<file path="src/sv/tvds_pkg.sv">
// Shared types and constants for the thermal valve drive sequencer.
// Used by the core, the result buffer and the top level; no dependencies.
`default_nettype none

package tvds_pkg;

   localparam int unsigned DemandWidth = 8;
   localparam int unsigned DriveWidth  = 8;
   localparam int unsigned CsrIdxWidth = 8;
   localparam int unsigned CsrDatWidth = 8;

   localparam logic [DriveWidth-1:0] FULL_DRIVE = 8'd255;
   localparam logic [DriveWidth-1:0] ZERO_DRIVE = 8'd0;

   // Configuration register indexes.
   localparam logic [CsrIdxWidth-1:0] CSR_ON_THRESHOLD      = 8'd0;
   localparam logic [CsrIdxWidth-1:0] CSR_OFF_THRESHOLD     = 8'd1;
   localparam logic [CsrIdxWidth-1:0] CSR_PREHEAT_LIMIT     = 8'd2;
   localparam logic [CsrIdxWidth-1:0] CSR_COOLDOWN_INTERVAL = 8'd3;

   typedef struct packed {
      logic [CsrIdxWidth-1:0] index;
      logic [CsrDatWidth-1:0] wdata;
      logic                   write;
   } csr_write_type;

   typedef struct packed {
      logic                  is_idle;
      logic                  is_on;
      logic [DriveWidth-1:0] drive;
   } result_type;

endpackage

`default_nettype wire

</file>
<file path="src/sv/thermal_valve_drive_sequencer.sv">
// A result is registered in the result buffer and offered from its main register.
// Throughput: one item per cycle unless the result buffer is full; the phase update is
// combinational, and the two-entry buffer keeps input flowing while one result waits.
// Reset (synchronous, active high) returns to the off phase, clears all counts,
// the drive level, the thresholds and intervals, and empties the result buffer.
// Top level: stream ports and configuration port; uses tvds_pkg, tvds_core, tvds_out_buf.
`default_nettype none

module thermal_valve_drive_sequencer
   import tvds_pkg::*;
(
   input  wire logic                   clock,
   input  wire logic                   reset,
   input  wire logic                   req_tvalid,
   output logic                        req_tready,
   input  wire logic [7:0]             req_tdata,   // [7:0] demand
   output logic                        rsp_tvalid,
   input  wire logic                   rsp_tready,
   output logic [15:0]                 rsp_tdata,   // [7:0] drive, [8] is_on, [9] is_idle
   input  wire logic                   csr_valid,
   output logic                        csr_ready,
   input  wire logic [CsrIdxWidth-1:0] csr_index,
   input  wire logic [CsrDatWidth-1:0] csr_wdata
);

   csr_write_type csr_wr;
   result_type    result;
   result_type    rsp_item;
   logic          step;
   logic          can_push;

   assign csr_ready    = 1'b1;
   assign csr_wr.write = csr_valid;
   assign csr_wr.index = csr_index;
   assign csr_wr.wdata = csr_wdata;

   assign req_tready = can_push;
   assign step       = req_tvalid && can_push;

   tvds_core u_core (
      .clock  (clock),
      .reset  (reset),
      .csr_wr (csr_wr),
      .step   (step),
      .demand (req_tdata),
      .result (result)
   );

   tvds_out_buf u_out_buf (
      .clock     (clock),
      .reset     (reset),
      .push      (step),
      .push_data (result),
      .can_push  (can_push),
      .pop_ready (rsp_tready),
      .pop_valid (rsp_tvalid),
      .pop_data  (rsp_item)
   );

   assign rsp_tdata = {6'd0, rsp_item.is_idle, rsp_item.is_on, rsp_item.drive};

endmodule

`default_nettype wire

</file>
<file path="src/sv/tvds_core.sv">
// Phase sequencer and configuration registers of the valve drive sequencer.
// Depends on tvds_pkg; produces one result per accepted demand item.
`default_nettype none

module tvds_core
   import tvds_pkg::*;
(
   input  wire logic                   clock,
   input  wire logic                   reset,
   input  wire csr_write_type          csr_wr,
   input  wire logic                   step,
   input  wire logic [DemandWidth-1:0] demand,
   output result_type                  result
);

   typedef enum logic [1:0] {
      PH_OFF     = 2'd0,
      PH_PREHEAT = 2'd1,
      PH_PROP    = 2'd2,
      PH_COOL    = 2'd3
   } phase_type;

   logic [7:0] on_threshold_ff;
   logic [7:0] off_threshold_ff;
   logic [7:0] preheat_limit_ff;
   logic [7:0] cooldown_interval_ff;

   phase_type              phase_ff, phase_in;
   logic [7:0]             preheat_count_ff, preheat_count_in;
   logic [7:0]             second_count_ff, second_count_in;
   logic [DriveWidth-1:0]  drive_level_ff, drive_level_in;

   logic [DemandWidth:0]   demand_plus;
   logic [DriveWidth-1:0]  prop_drive;
   logic [7:0]             second_inc;
   logic                   demand_above_on;

   always_ff @(posedge clock) begin
      if (reset) begin
         on_threshold_ff      <= '0;
         off_threshold_ff     <= '0;
         preheat_limit_ff     <= '0;
         cooldown_interval_ff <= '0;
      end else if (csr_wr.write) begin
         case (csr_wr.index)
            CSR_ON_THRESHOLD:      on_threshold_ff      <= csr_wr.wdata;
            CSR_OFF_THRESHOLD:     off_threshold_ff     <= csr_wr.wdata;
            CSR_PREHEAT_LIMIT:     preheat_limit_ff     <= csr_wr.wdata;
            CSR_COOLDOWN_INTERVAL: cooldown_interval_ff <= csr_wr.wdata;
            default: ;
         endcase
      end
   end

   // Proportional drive is the demand divided by four, rounded up.
   assign demand_plus     = {1'b0, demand} + 9'd3;
   assign prop_drive      = {1'b0, demand_plus[DemandWidth:2]};
   assign second_inc      = second_count_ff + 8'd1;
   assign demand_above_on = demand > on_threshold_ff;

   always_comb begin
      phase_in         = phase_ff;
      preheat_count_in = preheat_count_ff;
      second_count_in  = second_count_ff;
      drive_level_in   = drive_level_ff;
      case (phase_ff)
         PH_OFF: begin
            if (demand_above_on) begin
               phase_in       = PH_PREHEAT;
               drive_level_in = FULL_DRIVE;
            end else begin
               drive_level_in   = ZERO_DRIVE;
               preheat_count_in = '0;
            end
         end
         PH_PREHEAT: begin
            // Leaving preheat keeps the full drive level for this tick.
            if (preheat_limit_ff <= preheat_count_ff) begin
               phase_in = PH_PROP;
            end else begin
               preheat_count_in = preheat_count_ff + 8'd1;
               drive_level_in   = FULL_DRIVE;
            end
         end
         PH_PROP: begin
            if (demand <= off_threshold_ff) begin
               phase_in        = PH_COOL;
               second_count_in = '0;
               drive_level_in  = ZERO_DRIVE;
            end else begin
               drive_level_in = prop_drive;
            end
         end
         PH_COOL: begin
            if (demand_above_on) begin
               phase_in       = PH_PREHEAT;
               drive_level_in = FULL_DRIVE;
            end else if (preheat_count_ff == 8'd0) begin
               phase_in = PH_OFF;
            end else begin
               if (second_inc > cooldown_interval_ff) begin
                  second_count_in  = '0;
                  preheat_count_in = preheat_count_ff - 8'd1;
               end else begin
                  second_count_in = second_inc;
               end
               drive_level_in = ZERO_DRIVE;
            end
         end
         default: ;
      endcase
   end

   always_ff @(posedge clock) begin
      if (reset) begin
         phase_ff         <= PH_OFF;
         preheat_count_ff <= '0;
         second_count_ff  <= '0;
         drive_level_ff   <= '0;
      end else if (step) begin
         phase_ff         <= phase_in;
         preheat_count_ff <= preheat_count_in;
         second_count_ff  <= second_count_in;
         drive_level_ff   <= drive_level_in;
      end
   end

   assign result.drive   = drive_level_in;
   assign result.is_on   = drive_level_in != ZERO_DRIVE;
   assign result.is_idle = phase_in == PH_OFF;

   a_preheat_full: assert property (@(posedge clock) disable iff (reset)
      phase_ff == PH_PREHEAT |-> drive_level_ff == FULL_DRIVE)
      else $error("preheat phase without full drive");

   a_cool_zero: assert property (@(posedge clock) disable iff (reset)
      phase_ff == PH_COOL |-> drive_level_ff == ZERO_DRIVE)
      else $error("cooldown phase with nonzero drive");

   a_off_zero: assert property (@(posedge clock) disable iff (reset)
      phase_ff == PH_OFF |-> drive_level_ff == ZERO_DRIVE)
      else $error("off phase with nonzero drive");

   a_hold: assert property (@(posedge clock) disable iff (reset)
      !step |=> $stable(phase_ff) && $stable(preheat_count_ff))
      else $error("state changed without an item");

endmodule

`default_nettype wire

</file>
<file path="src/sv/tvds_out_buf.sv">
// Two-entry result buffer (main register plus skid register).
// Depends on tvds_pkg; lets the core keep taking items while a result waits.
`default_nettype none

module tvds_out_buf
   import tvds_pkg::*;
(
   input  wire logic       clock,
   input  wire logic       reset,
   input  wire logic       push,
   input  wire result_type push_data,
   output logic            can_push,
   input  wire logic       pop_ready,
   output logic            pop_valid,
   output result_type      pop_data
);

   logic [1:0] count_ff, count_in;
   result_type main_ff, main_in;
   result_type skid_ff, skid_in;
   logic       pop;

   assign pop       = pop_valid && pop_ready;
   assign pop_valid = count_ff != 2'd0;
   assign can_push  = count_ff != 2'd2;
   assign pop_data  = main_ff;

   always_comb begin
      main_in  = main_ff;
      skid_in  = skid_ff;
      count_in = count_ff + {1'b0, push} - {1'b0, pop};
      if (pop && count_ff == 2'd2) begin
         main_in = skid_ff;
      end
      if (push) begin
         if (count_ff == 2'd0 || (count_ff == 2'd1 && pop)) begin
            main_in = push_data;
         end else begin
            skid_in = push_data;
         end
      end
   end

   always_ff @(posedge clock) begin
      if (reset) begin
         count_ff <= '0;
      end else begin
         count_ff <= count_in;
      end
      main_ff <= main_in;
      skid_ff <= skid_in;
   end

   a_count_range: assert property (@(posedge clock) disable iff (reset)
      count_ff != 2'd3)
      else $error("result buffer overfilled");

   a_no_push_full: assert property (@(posedge clock) disable iff (reset)
      count_ff == 2'd2 |-> !push)
      else $error("item pushed into full result buffer");

   a_head_hold: assert property (@(posedge clock) disable iff (reset)
      pop_valid && !pop_ready |=> $stable(main_ff))
      else $error("waiting result changed");

endmodule

`default_nettype wire
</file>
<file path="config.mk">
export PLATFORM = sky130hd
export DESIGN_NAME = thermal_valve_drive_sequencer
export DESIGN_NICKNAME = d
export VERILOG_FILES = /design/src/sv/tvds_pkg.sv /design/src/sv/thermal_valve_drive_sequencer.sv /design/src/sv/tvds_core.sv /design/src/sv/tvds_out_buf.sv
export SDC_FILE = /design/constraint.sdc
export NUM_CORES = 1
export LEC_CHECK = 0
export BUFFER_PORTS_ARGS = -buffer_cell sky130_fd_sc_hd__buf_2
export CORE_MARGIN = 5
export CORE_UTILIZATION = 40
export DETAILED_ROUTE_END_ITERATION = 16
export PLACE_DENSITY_LB_ADDON = 0.2
export SLEW_MARGIN = 10
export SYNTH_ARGS = -nofsm -noshare
export SYNTH_HDL_FRONTEND = slang
export SYNTH_SLANG_ARGS = --single-unit
export TNS_END_PERCENT = 30
</file>
<file path="constraint.sdc">
create_clock -name clock -period 3.8 [get_ports clock]
set_input_delay 0.76 -clock clock [delete_from_list [all_inputs] [get_ports clock]]
set_output_delay 0.76 -clock clock [all_outputs]
set_load 0.02 [all_outputs]
</file>
[Word level (Yosys, flattened, before mapping)]
Index checks and enable logic that the tools add are counted.
Word-level totals
  register bits: 80
  output and inout port bits: 19
  bits of input ports: 29
Operators by class
  eq/ne operators: 15
  magnitude comparators: 4
  bitwise operators: 1
  add/subtract/negate cells: 6
  reductions and logical operators: 21
  mux-type cells: 26
Operators by type and width (count)
  8-bit 2-to-1 mux: 13
  8-bit case mux with 4 select lines: 1
  10-bit 2-to-1 mux: 3
  8-bit case mux with 3 select lines: 1
  8-bit by 1-bit adder with 8-bit output (second input constant): 2
  8-bit by 2-bit == test with 1-bit output (second input constant): 2
  8-bit greater-than comparator: 2
  8-bit <= comparator: 2
  8-bit zero test: 2
  8-bit case mux with 2 select lines: 1
  2-bit 2-to-1 mux: 5
  2-bit != test (second input constant): 5
  2-bit AND reduction: 5
  8-bit by 2-bit adder with 9-bit output (second input constant): 1
  8-bit by 1-bit == test with 1-bit output (second input constant): 1
  2-bit case mux with 4 select lines: 1
  8-bit nonzero test: 1
  8-bit by 1-bit subtractor with 8-bit output (second input constant): 1
  7-bit 2-to-1 mux: 1
  7-bit AND reduction: 1
  2-bit == test (second input constant): 3
  2-bit zero test: 3
  5-bit AND reduction: 1
  2-bit by 1-bit == test with 1-bit output (second input constant): 2
  other kinds (8): 13

[Logic depth before layout (Yosys ltp)]
  depth in word-level cells: 7
  mapped depth: 13

[Hierarchy]
From an unflattened synthesis, not the netlist that was laid out.
Unflattened totals
  cells, all modules: 540
  area total of the unflattened synthesis: 4754.6 um^2
By module, submodules not included
  tvds_core: seq. area each 1161.1 um^2, area each 3751.1 um^2, cells each 473, times used 1
  tvds_out_buf: seq. area each 540.5 um^2, area each 937.1 um^2, cells each 57, times used 1
  thermal_valve_drive_sequencer: seq. area each 0.0 um^2, area each 66.3 um^2, cells each 10, times used 1

[Worst setup path before layout]
No wires, ideal clock.
  path kind: register to register
  start point: register u_core.second_count_ff[0]
  end point: register u_core.preheat_count_ff[7]
  setup time: 0.096 ns
  buffers on the path: 1
  stages on the path, launching flop included: 14
  setup slack: 1.160 ns
  arrival time: 2.545 ns
  cells stage by stage: dfxtp_1 nand3_1 nor2_1 xor2_1 ha_1 a21o_1 a21o_1 a21oi_1 a21oi_1 a311oi_2 a211oi_4 buf_6 a211o_1 o41ai_2
On the way
  cells in the longest elaborated chain, start to end: 4
RTL lines
  start: declaration: line tvds_core.sv:30  | logic [7:0] second_count_ff, second_count_in;
  start signal: assignment: line tvds_core.sv:123  | second_count_ff <= second_count_in;
  8-bit by 1-bit adder with 8-bit output: line tvds_core.sv:58  | assign second_inc = second_count_ff + 8'd1;
  8-bit greater-than comparator: line tvds_core.sv:101  | if (second_inc > cooldown_interval_ff) begin
  2-bit by 1-bit != test with 1-bit output (no line)
  7-bit AND reduction (no line)
  end signal: assignment: line tvds_core.sv:122  | preheat_count_ff <= preheat_count_in;
  end: declaration: line tvds_core.sv:29  | logic [7:0] preheat_count_ff, preheat_count_in;
No other way between the ends.
A chain may end at the register's enable or synchronous reset.

[Worst setup path after layout]
Same ends and word-level chain as after synthesis.

==> implementation parameters <==
Parameter                              Value

Setup path
  Most common cell type on the critical path    sky130_fd_sc_hd__ha_1
  Type of the setup path with the least slack    flop to flop
  Data arrival time of the worst path    3.32 ns
  Max stage delay cell, worst path    sky130_fd_sc_hd__a211oi_4
  Register-to-register path setup slack    0.67 ns
  List of cells traversed by the critical path    ha_1, nand3_1, nor2_1, xor2_1, ha_1, and4_1, a21oi_1, a311oi_2, a211oi_4, a211o_1, o41ai_2
  Reg2Reg Launch Point    u_core.second_count_ff[0]
  Category of the worst setup path launch point    flop
  Buffer and inverter count on the worst path    0
  Peak per-stage delay on the critical path    0.60 ns
  FF-to-FF End    u_core.preheat_count_ff[7]
  Number of cells on the worst reg-to-reg path    11
  Cell family with most CP delay    compound AO/OA/AOI/OAI gates
  Data required time at the worst endpoint    4.00 ns
  Critical path fanouts, max    15
  Setup crit end kind    flop

Status
  Run status    completed

Global routing
  Vias in the first global route    3741
  Global-route wire length before repair    18.2 mm
  Maximum number of pins on one net before global-route repair    37
  Overflow left after global routing    0
  All-layer global routing usage    15.3%
  Antenna violations before repair    1

Clock tree
  CTS-repair resized insts    0
  Clock H-tree levels    3
  Total clock sinks    80
  Clock Root Buffer    sky130_fd_sc_hd__clkbuf_16
  CTS tree    done
  Reg clk slew, reported paths    0.06 ns
  Number of buffers added by the clock tree synthesis step    9
  Setup Buffers After CTS    0
  Max Root-Sink Buffers    2
  Cts-stage hold buffer count    0
  Insertion delay of the later-clocked pin in the worst-skew pair    0.33 ns

Detailed routing
  Total vias in the final route    3850
  Initial DRT Pass Iterations    4
  Number of DRC markers in iteration 0    151
  Detailed-route wire length    10.8 mm
  Wire length per cell    14.7 um
  Number of nets with antenna violations after detailed routing    0
  Per-cell via count in the routed design    5.25
  DRC errors left    0

Synth
  Xor/xnor cell area share of the yosys netlist    3.40%
  Most frequently used flop master after synthesis    sky130_fd_sc_hd__dfxtp_1
  Number of distinct library cells after synthesis    72
  Arithmetic-cell share of the synthesized area counting full adders, half adders and majority gates    10.9%
  Dominant combinational cell family by area after synthesis    simple AND/OR/NAND/NOR gates
  Portion of the post-synthesis area used by sequential elements    34.7%
  Number of flops mapped to enable cells by yosys    10
  Multiplexer fraction of the synthesized cell area    9.09%
  Warnings, synthesis    0
  Largest area contributor in the netlist    sky130_fd_sc_hd__dfxtp_1
  Proportion of netlist area held by the largest area contributor    28.6%
  Share of synthesized cell area in and, or, nand and nor gates    18.6%
  Post-Synthesis Cell Area    4900 um2
  Async set-reset flop share out of synthesis    0%
  Mean Syn Cell Area    8.99 um2
  Number of register bits inferred by synthesis    80
  Synth Area in Compound Gates    16.9%
  Synthesized instance count    545
  Top post-synthesis cells by area    sky130_fd_sc_hd__dfxtp_1 29%, sky130_fd_sc_hd__ha_1 10%, sky130_fd_sc_hd__mux2i_1 8.2%

Die
  Placeable core region    12000 um2
  Row count    40
  Starting density of the core    40.8%
  Top-Level Pins    48
  Vertical die dimension    121 um
  Die width    121 um
  Die Area    14600 um2

Hold path
  Cell depth of the worst min-delay path    2
  Hold Path Sink    u_core.drive_level_ff[4]
  Worst Min Path Start    u_core.drive_level_ff[4]
  Hold Path Class    flop to flop

Final layout
  Fraction of layout instances using a drive strength above 1    15.5%
  Number of nets in the layout    652
  Commonest non-fill, non-tap cell in the layout    sky130_fd_sc_hd__dfxtp_1
  Antenna cells    0
  Layout overhead on the synthesized area    13.5%
  End-of-flow core utilization    46.3%
  Post-route cell area    5560 um2
  Most used cells in the layout excluding fill and tap cells    70 x sky130_fd_sc_hd__dfxtp_1, 58 x sky130_fd_sc_hd__nor2_1, 45 x sky130_fd_sc_hd__inv_1
  Fill cell instance count of the final layout    1171

Placed design
  Dpl ws    0.689 ns
  IO Port Bufs    40
  Standard cell area after detailed placement    5220 um2
  Final HPWL DP    8.45 mm
  Routability cong.    0.820

STA
  Final Critical Period    3.13 ns
  Fmax    320 MHz
  Hold slack    0.462 ns
  Max-slew violations    0
  Setup repair after global routing missed its margin    no
  Worst-Margin Slew    1.02 ns
  Fraction of the cycle the final worst path needs    82.2%
  Final clock skew    0.00599 ns
  Post-route setup TNS    0 ns
  Finish-stage setup viols    0
  Slack of the critical path    0.675 ns
  Final hold vios    0
  Max_slew headroom    31.7%

Power and ir drop
  Worst ir drop on vdd    230 uV
  Power density over the cells    482 nW/um2
  Leakage Power    2.37 nW

Run
  Number of max-capacitance violations reported    0
==> worst reg2reg max path, cell delays in order (launching register included) <==
cell and delay (ns):
sky130_fd_sc_hd__dfxtp_1 0.40, sky130_fd_sc_hd__ha_1 0.25, sky130_fd_sc_hd__nand3_1 0.18, sky130_fd_sc_hd__nor2_1 0.20, sky130_fd_sc_hd__xor2_1 0.22, sky130_fd_sc_hd__ha_1 0.28
sky130_fd_sc_hd__and4_1 0.24, sky130_fd_sc_hd__a21oi_1 0.21, sky130_fd_sc_hd__a311oi_2 0.12, sky130_fd_sc_hd__a211oi_4 0.60, sky130_fd_sc_hd__a211o_1 0.23, sky130_fd_sc_hd__o41ai_2 0.06
==> per-layer routing <==
| metal | track usage, % | part of all wire (%) | vias up |
|---|---|---|---|
| li1 | - | - | 1968 |
| met1 | 20.2 | 49 | 1789 |
| met2 | 25.3 | 46 | 80 |
| met3 | 3.70 | 4.7 | 11 |
| met4 | 3.68 | 1.0 | 2 |
| met5 | 0 | 0.10 | - |
==> logic make-up after synthesis <==
logic type	after synthesis
multiplexers	44
other	2
AO/OA/AOI/OAI	112
adder cells (fa/ha/maj)	42
buffers and inverters	72
flip-flops	80
XOR/XNOR	19
AND/OR/NAND/NOR	174
==> registers in the layout (all words and copies together), names as in the netlist, 8 cells and up <==
register                     flops
u_core.second_count_ff           8
u_core.preheat_count_ff          8
u_core.drive_level_ff            8
u_core.on_threshold_ff           8
u_out_buf.skid_ff               10
u_core.cooldown_interval_ff      8
u_core.preheat_limit_ff          8
u_out_buf.pop_data              10
u_core.off_threshold_ff          8
==> power by group <==
| part | internal [W] | switching (W) |
|---|---|---|
| logic | 0.000280 | 0.000433 |
| registers | 0.000964 | 0.0000425 |
| clock network | 0.000623 | 0.000336 |
==> stage by stage <==
stage	total power (W)	cells
2_1_floorplan	0.00155	550
3_3_place_gp	0.00173	717
3_5_place_dp	0.00174	717
4_1_cts	0.00271	733
5_1_grt	0.00284	733
6_report	0.00268	733
==> worst max path at each step <==
stage,start,to,slack (ns),cells past startpoint
global route,u_core.second_count_ff[0],u_core.preheat_count_ff[5],0.41,11
floorplan,u_core.second_count_ff[0],u_core.preheat_count_ff[7],1.16,13
finish,u_core.second_count_ff[0],u_core.preheat_count_ff[7],0.67,11
global placement,req_tdata[7],u_core.preheat_count_ff[7],0.80,10
detailed placement,u_core.second_count_ff[0],u_core.preheat_count_ff[0],0.69,12
CTS,u_core.second_count_ff[0],u_core.preheat_count_ff[0],0.66,12
==> final cells by class <==
cell class	count	area [um2]	area share, %
clock buffer	13	303	5.45
clock inverter	3	42.5	0.765
inverter	45	169	3.04
multi-input combinational	398	2910	52.3
sequential	80	1700	30.6
tap	147	184	3.31
timing repair buffer	47	253	4.55
==> Yosys cell counts (all sizes together) (4+ instances only) <==
master  count
a21oi      42
o21a        8
nand3b      4
nor2b       7
nand2b      9
dfxtp      70
mux2        4
nor4        5
ha         41
nor4b       4
nor2       59
edfxtp     10
inv        45
nand3      16
mux2i      40
a211oi      5
buf        12
nand4       6
and2        6
o21ai      22
nor3        6
xnor2      10
xor2        9
nand2      42
o211ai      6
clkbuf     15
(Power assumes the default switching activity.)
